==> src/design/assert_macros.svh <==
// Assertion macros shared by the evaluator modules.
`ifndef ASSERT_MACROS_SVH
`define ASSERT_MACROS_SVH
`ifndef SYNTH
// Property must hold at every clock edge outside reset.
`define ASSERT_CLK(lbl, clk, rstn, prop) \
    lbl: assert property (@(posedge clk) disable iff (!(rstn)) (prop)) \
        else $error("%m: assertion failed");
// Expression must never be true outside reset.
`define ASSERT_NEVER(lbl, clk, rstn, expr) \
    lbl: assert property (@(posedge clk) disable iff (!(rstn)) !(expr)) \
        else $error("%m: forbidden condition seen");
`else
`define ASSERT_CLK(lbl, clk, rstn, prop)
`define ASSERT_NEVER(lbl, clk, rstn, expr)
`endif
`endif

==> src/design/rpn_pkg.sv <==
// Shared types, character codes and status codes of the RPN evaluator.
package rpn_pkg;

    localparam int STACK_DEPTH_DEF = 32;
    localparam int VALUE_WIDTH_DEF = 32;

    localparam logic [7:0] CH_ZERO  = 8'h30;
    localparam logic [7:0] CH_NINE  = 8'h39;
    localparam logic [7:0] CH_SPACE = 8'h20;
    localparam logic [7:0] CH_PLUS  = 8'h2B;
    localparam logic [7:0] CH_MINUS = 8'h2D;
    localparam logic [7:0] CH_STAR  = 8'h2A;
    localparam logic [7:0] CH_SLASH = 8'h2F;

    localparam logic [2:0] ST_OK         = 3'd0;
    localparam logic [2:0] ST_BADCHAR    = 3'd1;
    localparam logic [2:0] ST_MULTIDIGIT = 3'd2;
    localparam logic [2:0] ST_UNDERFLOW  = 3'd3;
    localparam logic [2:0] ST_DIVZERO    = 3'd4;
    localparam logic [2:0] ST_FINALDEPTH = 3'd5;
    localparam logic [2:0] ST_OVERFLOW   = 3'd6;

    typedef enum logic [1:0] {
        CLS_SPACE,
        CLS_DIGIT,
        CLS_OP,
        CLS_OTHER
    } t_cls;

    typedef enum logic [1:0] {
        OP_ADD,
        OP_SUB,
        OP_MUL,
        OP_DIV
    } t_op;

    // Controller to datapath
    typedef struct packed {
        logic       load_in;
        logic       push;
        logic       set_prev;
        logic       clr_prev;
        logic       set_err;
        logic [2:0] err_code;
        logic       rd_left;
        logic       alu_wr;
        logic       unit_start;
        logic       unit_wr;
        logic       out_load;
    } t_cmd;

    // Datapath to controller
    typedef struct packed {
        logic err_held;
        t_cls cls;
        t_op  op;
        logic prev_digit;
        logic full;
        logic few;
        logic rhs_zero;
        logic unit_done;
        logic out_free;
    } t_sts;

endpackage

==> src/design/rpn_mdu.sv <==
// Shared bit-serial multiply and signed divide unit, one bit per cycle.
`include "assert_macros.svh"

module rpn_mdu #(
    parameter int VALUE_WIDTH = rpn_pkg::VALUE_WIDTH_DEF
) (
    input  logic                   i_clk,
    input  logic                   i_rst_n,
    input  logic                   i_start,
    input  logic                   i_div,
    input  logic [VALUE_WIDTH-1:0] i_a,
    input  logic [VALUE_WIDTH-1:0] i_b,
    output logic                   o_done,
    output logic [VALUE_WIDTH-1:0] o_result
);

    localparam int VW  = VALUE_WIDTH;
    localparam int CNW = $clog2(VALUE_WIDTH);

    logic           r_busy;
    logic           r_post;
    logic           r_done;
    logic [CNW-1:0] r_cnt;
    logic           r_div;
    logic           r_neg;
    logic [VW-1:0]  r_acc;
    logic [VW-1:0]  r_x;
    logic [VW-1:0]  r_y;
    logic [VW-1:0]  r_result;

    logic [VW-1:0]  w_abs_a;
    logic [VW-1:0]  w_abs_b;
    logic [VW:0]    w_sh;
    logic [VW:0]    w_diff;
    logic           w_ge;

    assign w_abs_a = i_a[VW-1] ? (~i_a + VW'(1)) : i_a;
    assign w_abs_b = i_b[VW-1] ? (~i_b + VW'(1)) : i_b;
    // restoring division step: shift in next dividend bit, trial subtract
    assign w_sh    = {r_acc, r_x[VW-1]};
    assign w_diff  = w_sh - {1'b0, r_y};
    assign w_ge    = !w_diff[VW];

    always_ff @(posedge i_clk) begin
        if (!i_rst_n) begin
            r_busy <= 1'b0;
            r_post <= 1'b0;
            r_done <= 1'b0;
        end else begin
            r_done <= 1'b0;
            if (i_start) begin
                r_busy <= 1'b1;
            end else if (r_busy && r_cnt == '0) begin
                r_busy <= 1'b0;
                r_post <= 1'b1;
            end else if (r_post) begin
                r_post <= 1'b0;
                r_done <= 1'b1;
            end
        end
    end

    always_ff @(posedge i_clk) begin
        if (i_start) begin
            r_cnt <= CNW'(VW - 1);
            r_div <= i_div;
            r_neg <= i_a[VW-1] ^ i_b[VW-1];
            r_acc <= '0;
            r_x   <= i_div ? w_abs_a : i_a;
            r_y   <= i_div ? w_abs_b : i_b;
        end else if (r_busy) begin
            r_cnt <= r_cnt - CNW'(1);
            if (r_div) begin
                r_acc <= w_ge ? w_diff[VW-1:0] : w_sh[VW-1:0];
                r_x   <= {r_x[VW-2:0], w_ge};
            end else begin
                if (r_y[0]) begin
                    r_acc <= r_acc + r_x;
                end
                r_x <= {r_x[VW-2:0], 1'b0};
                r_y <= {1'b0, r_y[VW-1:1]};
            end
        end
        if (r_post) begin
            if (r_div) begin
                r_result <= r_neg ? (~r_x + VW'(1)) : r_x;
            end else begin
                r_result <= r_acc;
            end
        end
    end

    assign o_done   = r_done;
    assign o_result = r_result;

    `ASSERT_NEVER(a_start_busy, i_clk, i_rst_n, i_start && (r_busy || r_post))

endmodule

==> src/design/rpn_dpath.sv <==
// Evaluator datapath: stack memory, top register, error state and output register.
`include "assert_macros.svh"

module rpn_dpath #(
    parameter int STACK_DEPTH = rpn_pkg::STACK_DEPTH_DEF,
    parameter int VALUE_WIDTH = rpn_pkg::VALUE_WIDTH_DEF
) (
    input  logic                i_clk,
    input  logic                i_rst_n,
    input  rpn_pkg::t_cmd       i_cmd,
    output rpn_pkg::t_sts       o_sts,
    input  logic [7:0]          i_ch,
    input  logic                i_last_char,
    input  logic                i_out_ready,
    output logic                o_out_valid,
    output logic [2:0]          o_status,
    output logic signed [31:0]  o_top_value,
    output logic [5:0]          o_depth,
    output logic                o_done_res
);

    localparam int VW = VALUE_WIDTH;
    localparam int CW = $clog2(STACK_DEPTH + 1);
    localparam int AW = $clog2(STACK_DEPTH);

    // stack entries below the top; the top itself lives in r_top
    logic [VW-1:0] r_mem [STACK_DEPTH];
    logic [VW-1:0] r_left;
    logic [VW-1:0] r_top;
    logic [CW-1:0] r_count;
    logic          r_prev;
    logic [2:0]    r_err;
    logic [7:0]    r_ch;
    logic          r_last;

    logic                r_out_valid;
    logic [2:0]          r_status;
    logic signed [31:0]  r_top_o;
    logic [5:0]          r_depth;
    logic                r_done;

    logic [AW-1:0]      w_wr_addr;
    logic [AW-1:0]      w_rd_addr;
    logic [VW-1:0]      w_digit;
    logic [VW-1:0]      w_alu;
    logic [VW-1:0]      w_unit;
    logic               w_unit_done;
    logic signed [63:0] w_top_ext;
    logic [2:0]         w_status;
    rpn_pkg::t_cls      w_cls;
    rpn_pkg::t_op       w_op;

    assign w_wr_addr = AW'(r_count - CW'(1));
    assign w_rd_addr = AW'(r_count - CW'(2));
    assign w_digit   = VW'(r_ch - rpn_pkg::CH_ZERO);
    assign w_alu     = (w_op == rpn_pkg::OP_SUB) ? (r_left - r_top) : (r_left + r_top);
    assign w_top_ext = 64'(signed'(r_top));

    always_comb begin
        w_op = rpn_pkg::OP_ADD;
        if (r_ch == rpn_pkg::CH_SPACE) begin
            w_cls = rpn_pkg::CLS_SPACE;
        end else if (r_ch >= rpn_pkg::CH_ZERO && r_ch <= rpn_pkg::CH_NINE) begin
            w_cls = rpn_pkg::CLS_DIGIT;
        end else if (r_ch == rpn_pkg::CH_PLUS) begin
            w_cls = rpn_pkg::CLS_OP;
        end else if (r_ch == rpn_pkg::CH_MINUS) begin
            w_cls = rpn_pkg::CLS_OP;
            w_op  = rpn_pkg::OP_SUB;
        end else if (r_ch == rpn_pkg::CH_STAR) begin
            w_cls = rpn_pkg::CLS_OP;
            w_op  = rpn_pkg::OP_MUL;
        end else if (r_ch == rpn_pkg::CH_SLASH) begin
            w_cls = rpn_pkg::CLS_OP;
            w_op  = rpn_pkg::OP_DIV;
        end else begin
            w_cls = rpn_pkg::CLS_OTHER;
        end
    end

    always_comb begin
        w_status = r_err;
        if (r_last && r_err == rpn_pkg::ST_OK && r_count != CW'(1)) begin
            w_status = rpn_pkg::ST_FINALDEPTH;
        end
    end

    rpn_mdu #(
        .VALUE_WIDTH (VALUE_WIDTH)
    ) u_mdu (
        .i_clk    (i_clk),
        .i_rst_n  (i_rst_n),
        .i_start  (i_cmd.unit_start),
        .i_div    (w_op == rpn_pkg::OP_DIV),
        .i_a      (r_left),
        .i_b      (r_top),
        .o_done   (w_unit_done),
        .o_result (w_unit)
    );

    always_comb begin
        o_sts.err_held   = (r_err != rpn_pkg::ST_OK);
        o_sts.cls        = w_cls;
        o_sts.op         = w_op;
        o_sts.prev_digit = r_prev;
        o_sts.full       = (r_count >= CW'(STACK_DEPTH));
        o_sts.few        = (r_count < CW'(2));
        o_sts.rhs_zero   = (r_top == '0);
        o_sts.unit_done  = w_unit_done;
        o_sts.out_free   = !r_out_valid || i_out_ready;
    end

    // stack memory: one write port, one registered read port
    always_ff @(posedge i_clk) begin
        if (i_cmd.push && r_count != '0) begin
            r_mem[w_wr_addr] <= r_top;
        end
        if (i_cmd.rd_left) begin
            r_left <= r_mem[w_rd_addr];
        end
    end

    always_ff @(posedge i_clk) begin
        if (!i_rst_n) begin
            r_count     <= '0;
            r_prev      <= 1'b0;
            r_err       <= rpn_pkg::ST_OK;
            r_out_valid <= 1'b0;
        end else begin
            if (i_cmd.set_prev) begin
                r_prev <= 1'b1;
            end
            if (i_cmd.clr_prev) begin
                r_prev <= 1'b0;
            end
            if (i_cmd.set_err) begin
                r_err <= i_cmd.err_code;
            end
            if (i_cmd.push) begin
                r_count <= r_count + CW'(1);
            end
            if (i_cmd.alu_wr || i_cmd.unit_wr) begin
                r_count <= r_count - CW'(1);
            end
            if (i_cmd.out_load) begin
                r_out_valid <= 1'b1;
                if (r_last) begin
                    r_count <= '0;
                    r_prev  <= 1'b0;
                    r_err   <= rpn_pkg::ST_OK;
                end
            end else if (i_out_ready) begin
                r_out_valid <= 1'b0;
            end
        end
    end

    always_ff @(posedge i_clk) begin
        if (i_cmd.load_in) begin
            r_ch   <= i_ch;
            r_last <= i_last_char;
        end
        if (i_cmd.push) begin
            r_top <= w_digit;
        end else if (i_cmd.alu_wr) begin
            r_top <= w_alu;
        end else if (i_cmd.unit_wr) begin
            r_top <= w_unit;
        end
        if (i_cmd.out_load) begin
            r_status <= w_status;
            r_top_o  <= (r_count != '0) ? w_top_ext[31:0] : '0;
            r_depth  <= 6'(r_count);
            r_done   <= r_last;
        end
    end

    assign o_out_valid = r_out_valid;
    assign o_status    = r_status;
    assign o_top_value = r_top_o;
    assign o_depth     = r_depth;
    assign o_done_res  = r_done;

    `ASSERT_CLK(a_count_range, i_clk, i_rst_n, r_count <= CW'(STACK_DEPTH))
    `ASSERT_NEVER(a_push_pop, i_clk, i_rst_n, i_cmd.push && (i_cmd.alu_wr || i_cmd.unit_wr))
    `ASSERT_CLK(a_clear_last, i_clk, i_rst_n, i_cmd.out_load && r_last |=> r_count == '0)

endmodule

==> src/design/rpn_ctrl.sv <==
// Evaluator sequencer: decodes each character and steps the datapath.
module rpn_ctrl (
    input  logic          i_clk,
    input  logic          i_rst_n,
    input  logic          i_in_valid,
    output logic          o_in_ready,
    input  rpn_pkg::t_sts i_sts,
    output rpn_pkg::t_cmd o_cmd
);

    typedef enum logic [2:0] {
        S_IDLE,
        S_DECODE,
        S_LOAD,
        S_WAIT,
        S_FINISH
    } t_state;

    t_state r_state;
    t_state n_state;

    always_comb begin
        o_cmd   = '0;
        n_state = r_state;
        case (r_state)
            S_IDLE: begin
                if (i_in_valid) begin
                    o_cmd.load_in = 1'b1;
                    n_state       = S_DECODE;
                end
            end
            S_DECODE: begin
                n_state = S_FINISH;
                if (!i_sts.err_held) begin
                    case (i_sts.cls)
                        rpn_pkg::CLS_SPACE: begin
                            o_cmd.clr_prev = 1'b1;
                        end
                        rpn_pkg::CLS_DIGIT: begin
                            if (i_sts.prev_digit) begin
                                o_cmd.set_err  = 1'b1;
                                o_cmd.err_code = rpn_pkg::ST_MULTIDIGIT;
                            end else if (i_sts.full) begin
                                o_cmd.set_err  = 1'b1;
                                o_cmd.err_code = rpn_pkg::ST_OVERFLOW;
                            end else begin
                                o_cmd.push     = 1'b1;
                                o_cmd.set_prev = 1'b1;
                            end
                        end
                        rpn_pkg::CLS_OP: begin
                            o_cmd.clr_prev = 1'b1;
                            if (i_sts.few) begin
                                o_cmd.set_err  = 1'b1;
                                o_cmd.err_code = rpn_pkg::ST_UNDERFLOW;
                            end else begin
                                o_cmd.rd_left = 1'b1;
                                n_state       = S_LOAD;
                            end
                        end
                        default: begin
                            o_cmd.set_err  = 1'b1;
                            o_cmd.err_code = rpn_pkg::ST_BADCHAR;
                        end
                    endcase
                end
            end
            S_LOAD: begin
                n_state = S_FINISH;
                case (i_sts.op)
                    rpn_pkg::OP_ADD, rpn_pkg::OP_SUB: begin
                        o_cmd.alu_wr = 1'b1;
                    end
                    rpn_pkg::OP_DIV: begin
                        if (i_sts.rhs_zero) begin
                            o_cmd.set_err  = 1'b1;
                            o_cmd.err_code = rpn_pkg::ST_DIVZERO;
                        end else begin
                            o_cmd.unit_start = 1'b1;
                            n_state          = S_WAIT;
                        end
                    end
                    default: begin
                        o_cmd.unit_start = 1'b1;
                        n_state          = S_WAIT;
                    end
                endcase
            end
            S_WAIT: begin
                if (i_sts.unit_done) begin
                    o_cmd.unit_wr = 1'b1;
                    n_state       = S_FINISH;
                end
            end
            S_FINISH: begin
                if (i_sts.out_free) begin
                    o_cmd.out_load = 1'b1;
                    n_state        = S_IDLE;
                end
            end
            default: begin
                n_state = S_IDLE;
            end
        endcase
    end

    always_ff @(posedge i_clk) begin
        if (!i_rst_n) begin
            r_state <= S_IDLE;
        end else begin
            r_state <= n_state;
        end
    end

    assign o_in_ready = (r_state == S_IDLE);

endmodule

==> src/design/rpn_stack_evaluator.sv <==
// Top level of the reverse Polish notation evaluator.
//
// Input channel (i_in_valid / o_in_ready): one ASCII character per transfer,
// with i_last_char marking the final character of an expression. Digits push
// their value, + - * / pop two values and push the result, space is skipped.
// Output channel (o_out_valid / i_out_ready): exactly one result per input
// character: sticky status, stack top (sign extended), depth, and o_done_res
// on the last character of an expression.
// From input transfer to output valid, a digit, a space, an operator short of
// operands or any character after an error passes the decode and finish steps;
// + and - and / with a zero divisor add an operand load step; * and other / also
// wait on the bit-serial multiply/divide unit that retires one bit per cycle.
// One character is in work at a time and the sequencer returns to idle to take
// the next. A new character is taken while the previous result still waits in
// the output register.
// Reset (synchronous, active low) empties the stack and clears the error and
// output valid; stack memory itself is not cleared and needs no sweep.
// If the receiver stalls, the finished result holds in the output register
// and the next character waits in its final step until that register frees.
module rpn_stack_evaluator #(
    parameter int STACK_DEPTH = rpn_pkg::STACK_DEPTH_DEF,
    parameter int VALUE_WIDTH = rpn_pkg::VALUE_WIDTH_DEF
) (
    input  logic               i_clk,
    input  logic               i_rst_n,
    input  logic               i_in_valid,
    output logic               o_in_ready,
    input  logic [7:0]         i_ch,
    input  logic               i_last_char,
    output logic               o_out_valid,
    input  logic               i_out_ready,
    output logic [2:0]         o_status,
    output logic signed [31:0] o_top_value,
    output logic [5:0]         o_depth,
    output logic               o_done_res
);

    rpn_pkg::t_cmd w_cmd;
    rpn_pkg::t_sts w_sts;

    // sequencer: one character at a time, drives datapath commands
    rpn_ctrl u_ctrl (
        .i_clk      (i_clk),
        .i_rst_n    (i_rst_n),
        .i_in_valid (i_in_valid),
        .o_in_ready (o_in_ready),
        .i_sts      (w_sts),
        .o_cmd      (w_cmd)
    );

    // stack, arithmetic and the output register
    rpn_dpath #(
        .STACK_DEPTH (STACK_DEPTH),
        .VALUE_WIDTH (VALUE_WIDTH)
    ) u_dpath (
        .i_clk       (i_clk),
        .i_rst_n     (i_rst_n),
        .i_cmd       (w_cmd),
        .o_sts       (w_sts),
        .i_ch        (i_ch),
        .i_last_char (i_last_char),
        .i_out_ready (i_out_ready),
        .o_out_valid (o_out_valid),
        .o_status    (o_status),
        .o_top_value (o_top_value),
        .o_depth     (o_depth),
        .o_done_res  (o_done_res)
    );

endmodule

==> config.mk <==
export PLATFORM = sky130hd
export DESIGN_NAME = rpn_stack_evaluator
export DESIGN_NICKNAME = d
export VERILOG_FILES = /design/src/design/rpn_pkg.sv /design/src/design/rpn_mdu.sv /design/src/design/rpn_dpath.sv /design/src/design/rpn_ctrl.sv /design/src/design/rpn_stack_evaluator.sv
export VERILOG_INCLUDE_DIRS = /design/src /design/src/design
export SDC_FILE = /design/constraint.sdc
export NUM_CORES = 2
export LEC_CHECK = 0
export ABC_CLOCK_PERIOD_IN_PS = 4700
export BUFFER_PORTS_ARGS = -buffer_cell sky130_fd_sc_hd__clkbuf_2
export CELL_PAD_IN_SITES_DETAIL_PLACEMENT = 1
export CELL_PAD_IN_SITES_GLOBAL_PLACEMENT = 1
export CORE_MARGIN = 1
export CORE_UTILIZATION = 49
export CTS_CLUSTER_SIZE = 10
export DETAILED_ROUTE_END_ITERATION = 8
export PLACE_DENSITY = 0.72
export SLEW_MARGIN = 30
export SYNTH_ARGS = -nofsm -noshare
export SYNTH_HDL_FRONTEND = slang
export SYNTH_SLANG_ARGS = --single-unit
==> constraint.sdc <==
create_clock -name i_clk -period 4.7 [get_ports i_clk]
set_clock_uncertainty 0.2 [all_clocks]
set_input_delay 0.94 -clock i_clk [delete_from_list [all_inputs] [get_ports i_clk]]
set_output_delay 0.94 -clock i_clk [all_outputs]
set_load 0.05 [all_outputs]
# Word level (Yosys, flattened, before mapping)
# Memory sizes are Yosys's and may differ from the RTL's. A register that Yosys moved wholly into a read port is not among the register bits.
# Index checks and enable logic that the tools add are counted.
# word_totals
word_cells	175
mem_count	1
mem_bits_rw	1024
regBits	235
inputBits	13
# classes
n_addsub	12
magnitude_cmp	4
n_reduce_logical	28
n_eq_ne	18
bitwise	5
muxes	85
# memory_table
name	depth	width	read_ports	rd_ports_with_merged_regs	wr	line	source
u_dpath.r_mem	32	32	1	1	1	rpn_dpath.sv:27	logic [VW-1:0] r_mem [STACK_DEPTH];
# op_table
operator	n
$mux W32	18
$add A32 B1 Y32 const B	3
$not A32 Y32	3
$add A32 B32 Y32	2
$eq A8 B6 Y1 const B	5
$mux W3	11
$sub A33 B32 Y33	1
$logic_not A32 Y1	1
$sub A32 B32 Y32	1
$mux W2	15
$mux W1	26
$mux W6	4
$mux W4	5
$pmux W3 S5	1
$pmux W4 S3	1
$sub A8 B6 Y9 const B	1
$ge A8 B6 Y1 const B	1
$le A8 B6 Y1 const B	1
$mux W8	1
$pmux W4 S2	1
$reduce_bool A2 Y1	4
$add A6 B1 Y6 const B	1
$eq A3 B2 Y1 const B	2
$ge A6 B6 Y1 const B	1
27 further kinds	42

# Depth between registers and ports, before layout
# logic_depth
depth_word	16
mapped_depth	21
mapped_depth_nobuf	20

# By module
# Synthesis repeated with hierarchy kept, for this count alone.
# unflattened
hier_cells	3584
area_unflattened_um2	57920.6
# modules_own_cells
mod	n_inst	area_per_inst_um2	cells_each
rpn_dpath	1	46350.7	2180
rpn_mdu	1	11168.2	1348
rpn_ctrl	1	401.6	56

# Least setup slack after synthesis
# OpenSTA, ideal clock, no wires.
# synth_timing
path_kind	reg2reg
startpoint	register u_dpath.r_count[0]
endpoint	memory u_dpath.r_mem[10][0] (netlist bit) (enable)
slack_ns	-0.474
required_time_ns	4.039
arrival_time_ns	4.513
setup_ns	0.461
stages_incl_launch_ff	11
cell_sequence	dfxtp_1 > clkbuf_1 > clkbuf_1 > clkbuf_1 > inv_1 > ha_1 > inv_1 > or3_1 > xor2_1 > nand2_1 > nor3_1
# synth_between
elab_chain_cells	9
word_cells_on_any_way	11
# synth_rtl
item	line	source
from (decl)	rpn_dpath.sv:30	logic [CW-1:0] r_count;
from (signal assigned)	rpn_dpath.sv:140	r_count <= r_count + CW'(1);
from (signal assigned)	rpn_dpath.sv:143	r_count <= r_count - CW'(1);
$ge A6 B6 Y1	rpn_dpath.sv:106	o_sts.full = (r_count >= CW'(STACK_DEPTH));
$mux W2	rpn_ctrl.sv:43	end else if (i_sts.full) begin
$mux W2	rpn_ctrl.sv:40	if (i_sts.prev_digit) begin
$mux W2	rpn_ctrl.sv:35	case (i_sts.cls)
$mux W8	rpn_ctrl.sv:34	if (!i_sts.err_held) begin
$mux W3	rpn_ctrl.sv:25	case (r_state)
$logic_and A1 B1 Y1	rpn_dpath.sv:115	if (i_cmd.push && r_count != '0) begin
$mux W1	rpn_dpath.sv:115	
$mux W1 (not written as such)	rpn_dpath.sv:116	r_mem[w_wr_addr] <= r_top;
to (decl)	rpn_dpath.sv:27	
# Several ways; a longest one is shown, not always the timed one.

# Worst setup path after layout
# layout_timing
startpoint	register u_dpath.r_ch[1]
endpoint	register u_dpath.r_top[4], data pin
# layout_between
elab_chain_cells	13
word_cells_on_any_way	33
# layout_rtl
item	line	source
from (decl)	rpn_dpath.sv:33	logic [7:0] r_ch;
from (signal assigned)	rpn_dpath.sv:160	r_ch <= i_ch;
$eq A8 B6 Y1	rpn_dpath.sv:73	end else if (r_ch == rpn_pkg::CH_SLASH) begin
$mux W2	rpn_dpath.sv:73	
$mux W2	rpn_dpath.sv:70	end else if (r_ch == rpn_pkg::CH_STAR) begin
$mux W2	rpn_dpath.sv:67	end else if (r_ch == rpn_pkg::CH_MINUS) begin
$mux W2	rpn_dpath.sv:65	end else if (r_ch == rpn_pkg::CH_PLUS) begin
$mux W2	rpn_dpath.sv:63	end else if (r_ch >= rpn_pkg::CH_ZERO && r_ch <= rpn_pkg::CH_NINE) begin
$mux W2	rpn_dpath.sv:61	if (r_ch == rpn_pkg::CH_SPACE) begin
$eq A2 B1 Y1 / $logic_not A2 Y1 (equally long branches)	rpn_dpath.sv:56, rpn_ctrl.sv:70	
$reduce_or A2 Y1	rpn_ctrl.sv:70	case (i_sts.op)
$mux W1	rpn_ctrl.sv:70	
$mux W2	rpn_ctrl.sv:25	
$mux W32	rpn_dpath.sv:165	end else if (i_cmd.alu_wr) begin
$mux W32 *	rpn_dpath.sv:163	if (i_cmd.push) begin
to (signal assigned)	rpn_dpath.sv:164	r_top <= w_digit;
to (signal assigned)	rpn_dpath.sv:166	r_top <= w_alu;
to (signal assigned)	rpn_dpath.sv:168	r_top <= w_unit;
to (decl)	rpn_dpath.sv:29	logic [VW-1:0] r_top;
# Every way passes the cells marked *; elsewhere a longest branch is shown, timed or not.
# A chain may end at the register's enable or synchronous reset.

==> impl_metrics.env <==
export IMPL_status="completed"
export IMPL_fin_crit_ns=4.677
export IMPL_crit_required_ns=4.90
export IMPL_worstSetupEndpointType="flop"
export IMPL_numCtsBuffers=151
export IMPL_drt_pre_antenna_iters=5
export IMPL_std_cell_rows=124
export IMPL_grt_max_degree=110
export IMPL_clk_path_buf_depth=3
export IMPL_timing_final_ws_setup_ns=0.02345
export IMPL_die_w_um=343.4
export IMPL_routed_wl_um=167800
export IMPL_worst_setup_path_start_kind="flop"
export IMPL_timing_fmax_ghz=0.2138
export IMPL_netlist_area_leader_share_pct=65.04
export IMPL_cts_hold_buf=0
export IMPL_critPathArrivalTime_ns=4.88
export IMPL_drt_iter0_drc=3731
export IMPL_syn_inst=3493
export IMPL_grt_pass1_wl_um=242400
export IMPL_cts_max_level=4
export IMPL_io_buffer_count=56
export IMPL_ctsRootBufferMaster="clkbuf_16"
export IMPL_synth_edff_count=1237
export IMPL_ys_flop_type="edfxtp_1"
export IMPL_setup_viol=0
export IMPL_cap_violations=0
export IMPL_wire_per_inst_um=31.66
export IMPL_place_gp_congestion=0.9249
export IMPL_cts_tree="built"
export IMPL_worstHoldStart="i_ch[5]"
export IMPL_routed_via_density=6.408
export IMPL_min_path_type="in -> reg"
export IMPL_netSwitchingPower_mw=5.979
export IMPL_pin_count=57
export IMPL_finalHoldViolations=0
export IMPL_worst_slew_pin_slew_ns=0.9726
export IMPL_grt_pass1_vias=35355
export IMPL_regToRegStartpoint="u_dpath.r_ch[1]"
export IMPL_synth_warnings=0
export IMPL_synth_area_leaders="edfxtp_1, mux4_2, ha_1, dfxtp_1, xor2_1"
export IMPL_ys_ff_latch=1291
export IMPL_powerDensity_mw_per_mm2=391.0
export IMPL_gr_total_overflow=0
export IMPL_power_share_clock_pct=41.8
export IMPL_synth_nets=3619
export IMPL_drive_gt1_share_pct=23.85
export IMPL_combPwrFrac_pct=8.9
export IMPL_slew_headroom_pct=35.16
export IMPL_vias=33965
export IMPL_clock_sinks=1291
export IMPL_crit_start="u_dpath.r_ch[1]"
export IMPL_p_seq_share_pct=49.3
export IMPL_fin_nets=3865
export IMPL_synthDominantAreaCellType="edfxtp_1"
export IMPL_initial_utilization_pct=49.68
export IMPL_p_sw_share_pct=23.34
export IMPL_ys_seq_area_share_pct=66.93
export IMPL_fin_util_pct=56.99
export IMPL_avgSynthCellArea_sq_um=16.35
export IMPL_yosysMostFrequentCell="edfxtp_1"
export IMPL_drv_slew=0
export IMPL_post_route_drc_count=0
export IMPL_yosys_cell_types_count=80
export IMPL_p_leak_nw=21.82
export IMPL_pre_cts_slack_ns=-0.1377
export IMPL_drtAntennaViolNets=0
export IMPL_clk_pin_slew_worst_paths_ns=0.06
export IMPL_final_setup_tns_ns=0
export IMPL_core_sq_mm=0.1150
export IMPL_area_delta_synth_final_pct=14.73
export IMPL_critPathMaxFanout=17
export IMPL_nFillCells=10441
export IMPL_synth_area_sq_mm=0.05711
export IMPL_antenna_found_initial=8
export IMPL_criticalPathCategory="reg -> reg"
export IMPL_track_usage_pct=28.61
export IMPL_async_reset_ff_share_pct=0
export IMPL_peakVddDrop_v=0.0003264
export IMPL_die_h_um=343.4
export IMPL_clock_latency_ns=0.79
export IMPL_power_mw=25.62
export IMPL_place_hpwl_um=102200
export IMPL_fp_dieArea_sq_mm=0.1179
export IMPL_period_share_pct=99.50
export IMPL_ys_top_cells_by_count="edfxtp_1, mux4_2, nand2_1, o21ai_0, a21oi_1"
export IMPL_p_int_mw=19.64
==> critical path, stage by stage, from the launching register on <==
cell      delay, ns
edfxtp_1       0.43
nor4_2         0.33
nand2_1        0.16
a21o_1         0.25
nand2b_4       0.10
nand2b_4       0.06
buf_12         0.15
nand2_1        0.07
o21ai_1        0.08
buf_4          0.15
buf_4          0.12
fa_1           0.41
nor2b_2        0.18
buf_4          0.13
o21ai_0        0.07
nand2b_1       0.10
xnor2_1        0.12
nor2_1         0.08
a211oi_2       0.73
a21oi_1        0.36
==> what timing repair did <==
| item | 4_1_cts | 5_1_grt |
|---|---|---|
| pin swaps | 0 | 21 |
| resized for setup | 6 | 50 |
| buffers inserted | 0 | 12 |
| gates cloned | 0 | 1 |
| setup endpoints to repair | 7 | 20 |
==> per-stage QoR <==
stage	hold slack, ns	cell area [sq um]	std cells
final	0.1446	65520	5300
after global placement	0.2523	60690	5083
after global routing	0.1278	65520	5298
after floorplan	0.2064	57130	3493
after detailed placement	0.2653	60740	5085
after CTS	0.1063	65160	5285
==> flip-flops by register name, indices dropped and copies added (netlist names), 3 cells and up <==
signal                  cells
u_dpath.r_mem            1024
u_dpath.o_top_value        32
u_dpath.r_left             32
u_dpath.r_top              32
u_dpath.u_mdu.o_result     32
u_dpath.u_mdu.r_acc        32
u_dpath.u_mdu.r_x          32
u_dpath.u_mdu.r_y          32
u_dpath.r_ch                8
u_dpath.o_depth             6
u_dpath.r_count             6
u_dpath.u_mdu.r_cnt         5
u_ctrl.r_state              3
u_dpath.o_status            3
u_dpath.r_err               3
==> cell families (layout without fill, tap and decap cells) <==
group | Yosys count | count (layout) | share of synthesized area, %
flops | 1291 | 1291 | 66.93
buf+inv | 244 | 537 | 1.665
compound gates | 587 | 587 | 6.239
simple gates | 666 | 666 | 5.635
xor+xnor | 211 | 211 | 3.236
fa+ha+maj | 113 | 113 | 2.515
mux | 381 | 381 | 13.78
other cells | 0 | 2 | 0
==> final cells by class <==
type,count,area (sq um),share of cell area (%)
Clock inverter,25,499.2,0.7619
Inverter,79,296.5,0.4526
Multi-Input combinational cell,1958,18350,28.00
Sequential cell,1291,38230,58.35
Clock buffer,175,3889,5.935
Antenna cell,2,5.005,0.007638
Timing Repair Buffer,258,2362,3.605
Tap cell,1512,1892,2.887
==> metal layers <==
metal  track usage, %  vias up  part of all wire (%)
li1                 -    14263                     -
met1            37.91    17842                    40
met2            48.18     1538                    50
met3            4.017      320                   6.8
met4            10.91        2                   3.7
met5                0        -                0.0077
==> power by group through the flow <==
stage	Sequential (mW)	Clock (mW)	Combinational, mW
6_report	12.6	10.7	2.27
5_1_grt	12.6	11.2	2.43
4_1_cts	12.6	10.8	2.26
3_5_place_dp	12.9	0	2.23
3_3_place_gp	12.9	0	2.18
2_1_floorplan	12.9	0	1.51
==> worst paths after layout <==
| check | endpoint | slack [ns] | depth (start not counted) |
|---|---|---|---|
| worst max-delay path | u_dpath.r_top[4] | 0.02 | 19 |
| worst min-delay path | u_dpath.r_ch[5] | 0.14 | 1 |
| worst max register to register | u_dpath.r_top[4] | 0.02 | 19 |
| worst min register to register | u_dpath.r_err[0] | 0.27 | 2 |
==> placed cells by master, fill, tap and decap left out, types with 56 or more instances in the layout <==
| master | netlist | layout |
|---|---|---|
| xor2_1 | 112 | 110 |
| clkbuf_16 | 0 | 152 |
| a21oi_1 | 170 | 163 |
| nand2_1 | 230 | 227 |
| mux4_2 | 320 | 320 |
| o21ai_0 | 188 | 183 |
| edfxtp_1 | 1237 | 1237 |
| nor2_1 | 164 | 159 |
| buf_4 | 1 | 157 |
| xnor2_1 | 99 | 97 |
| inv_1 | 78 | 78 |
| ha_1 | 110 | 106 |
| clkbuf_2 | 0 | 56 |
Note: power is estimated with default switching activity, not from simulation.
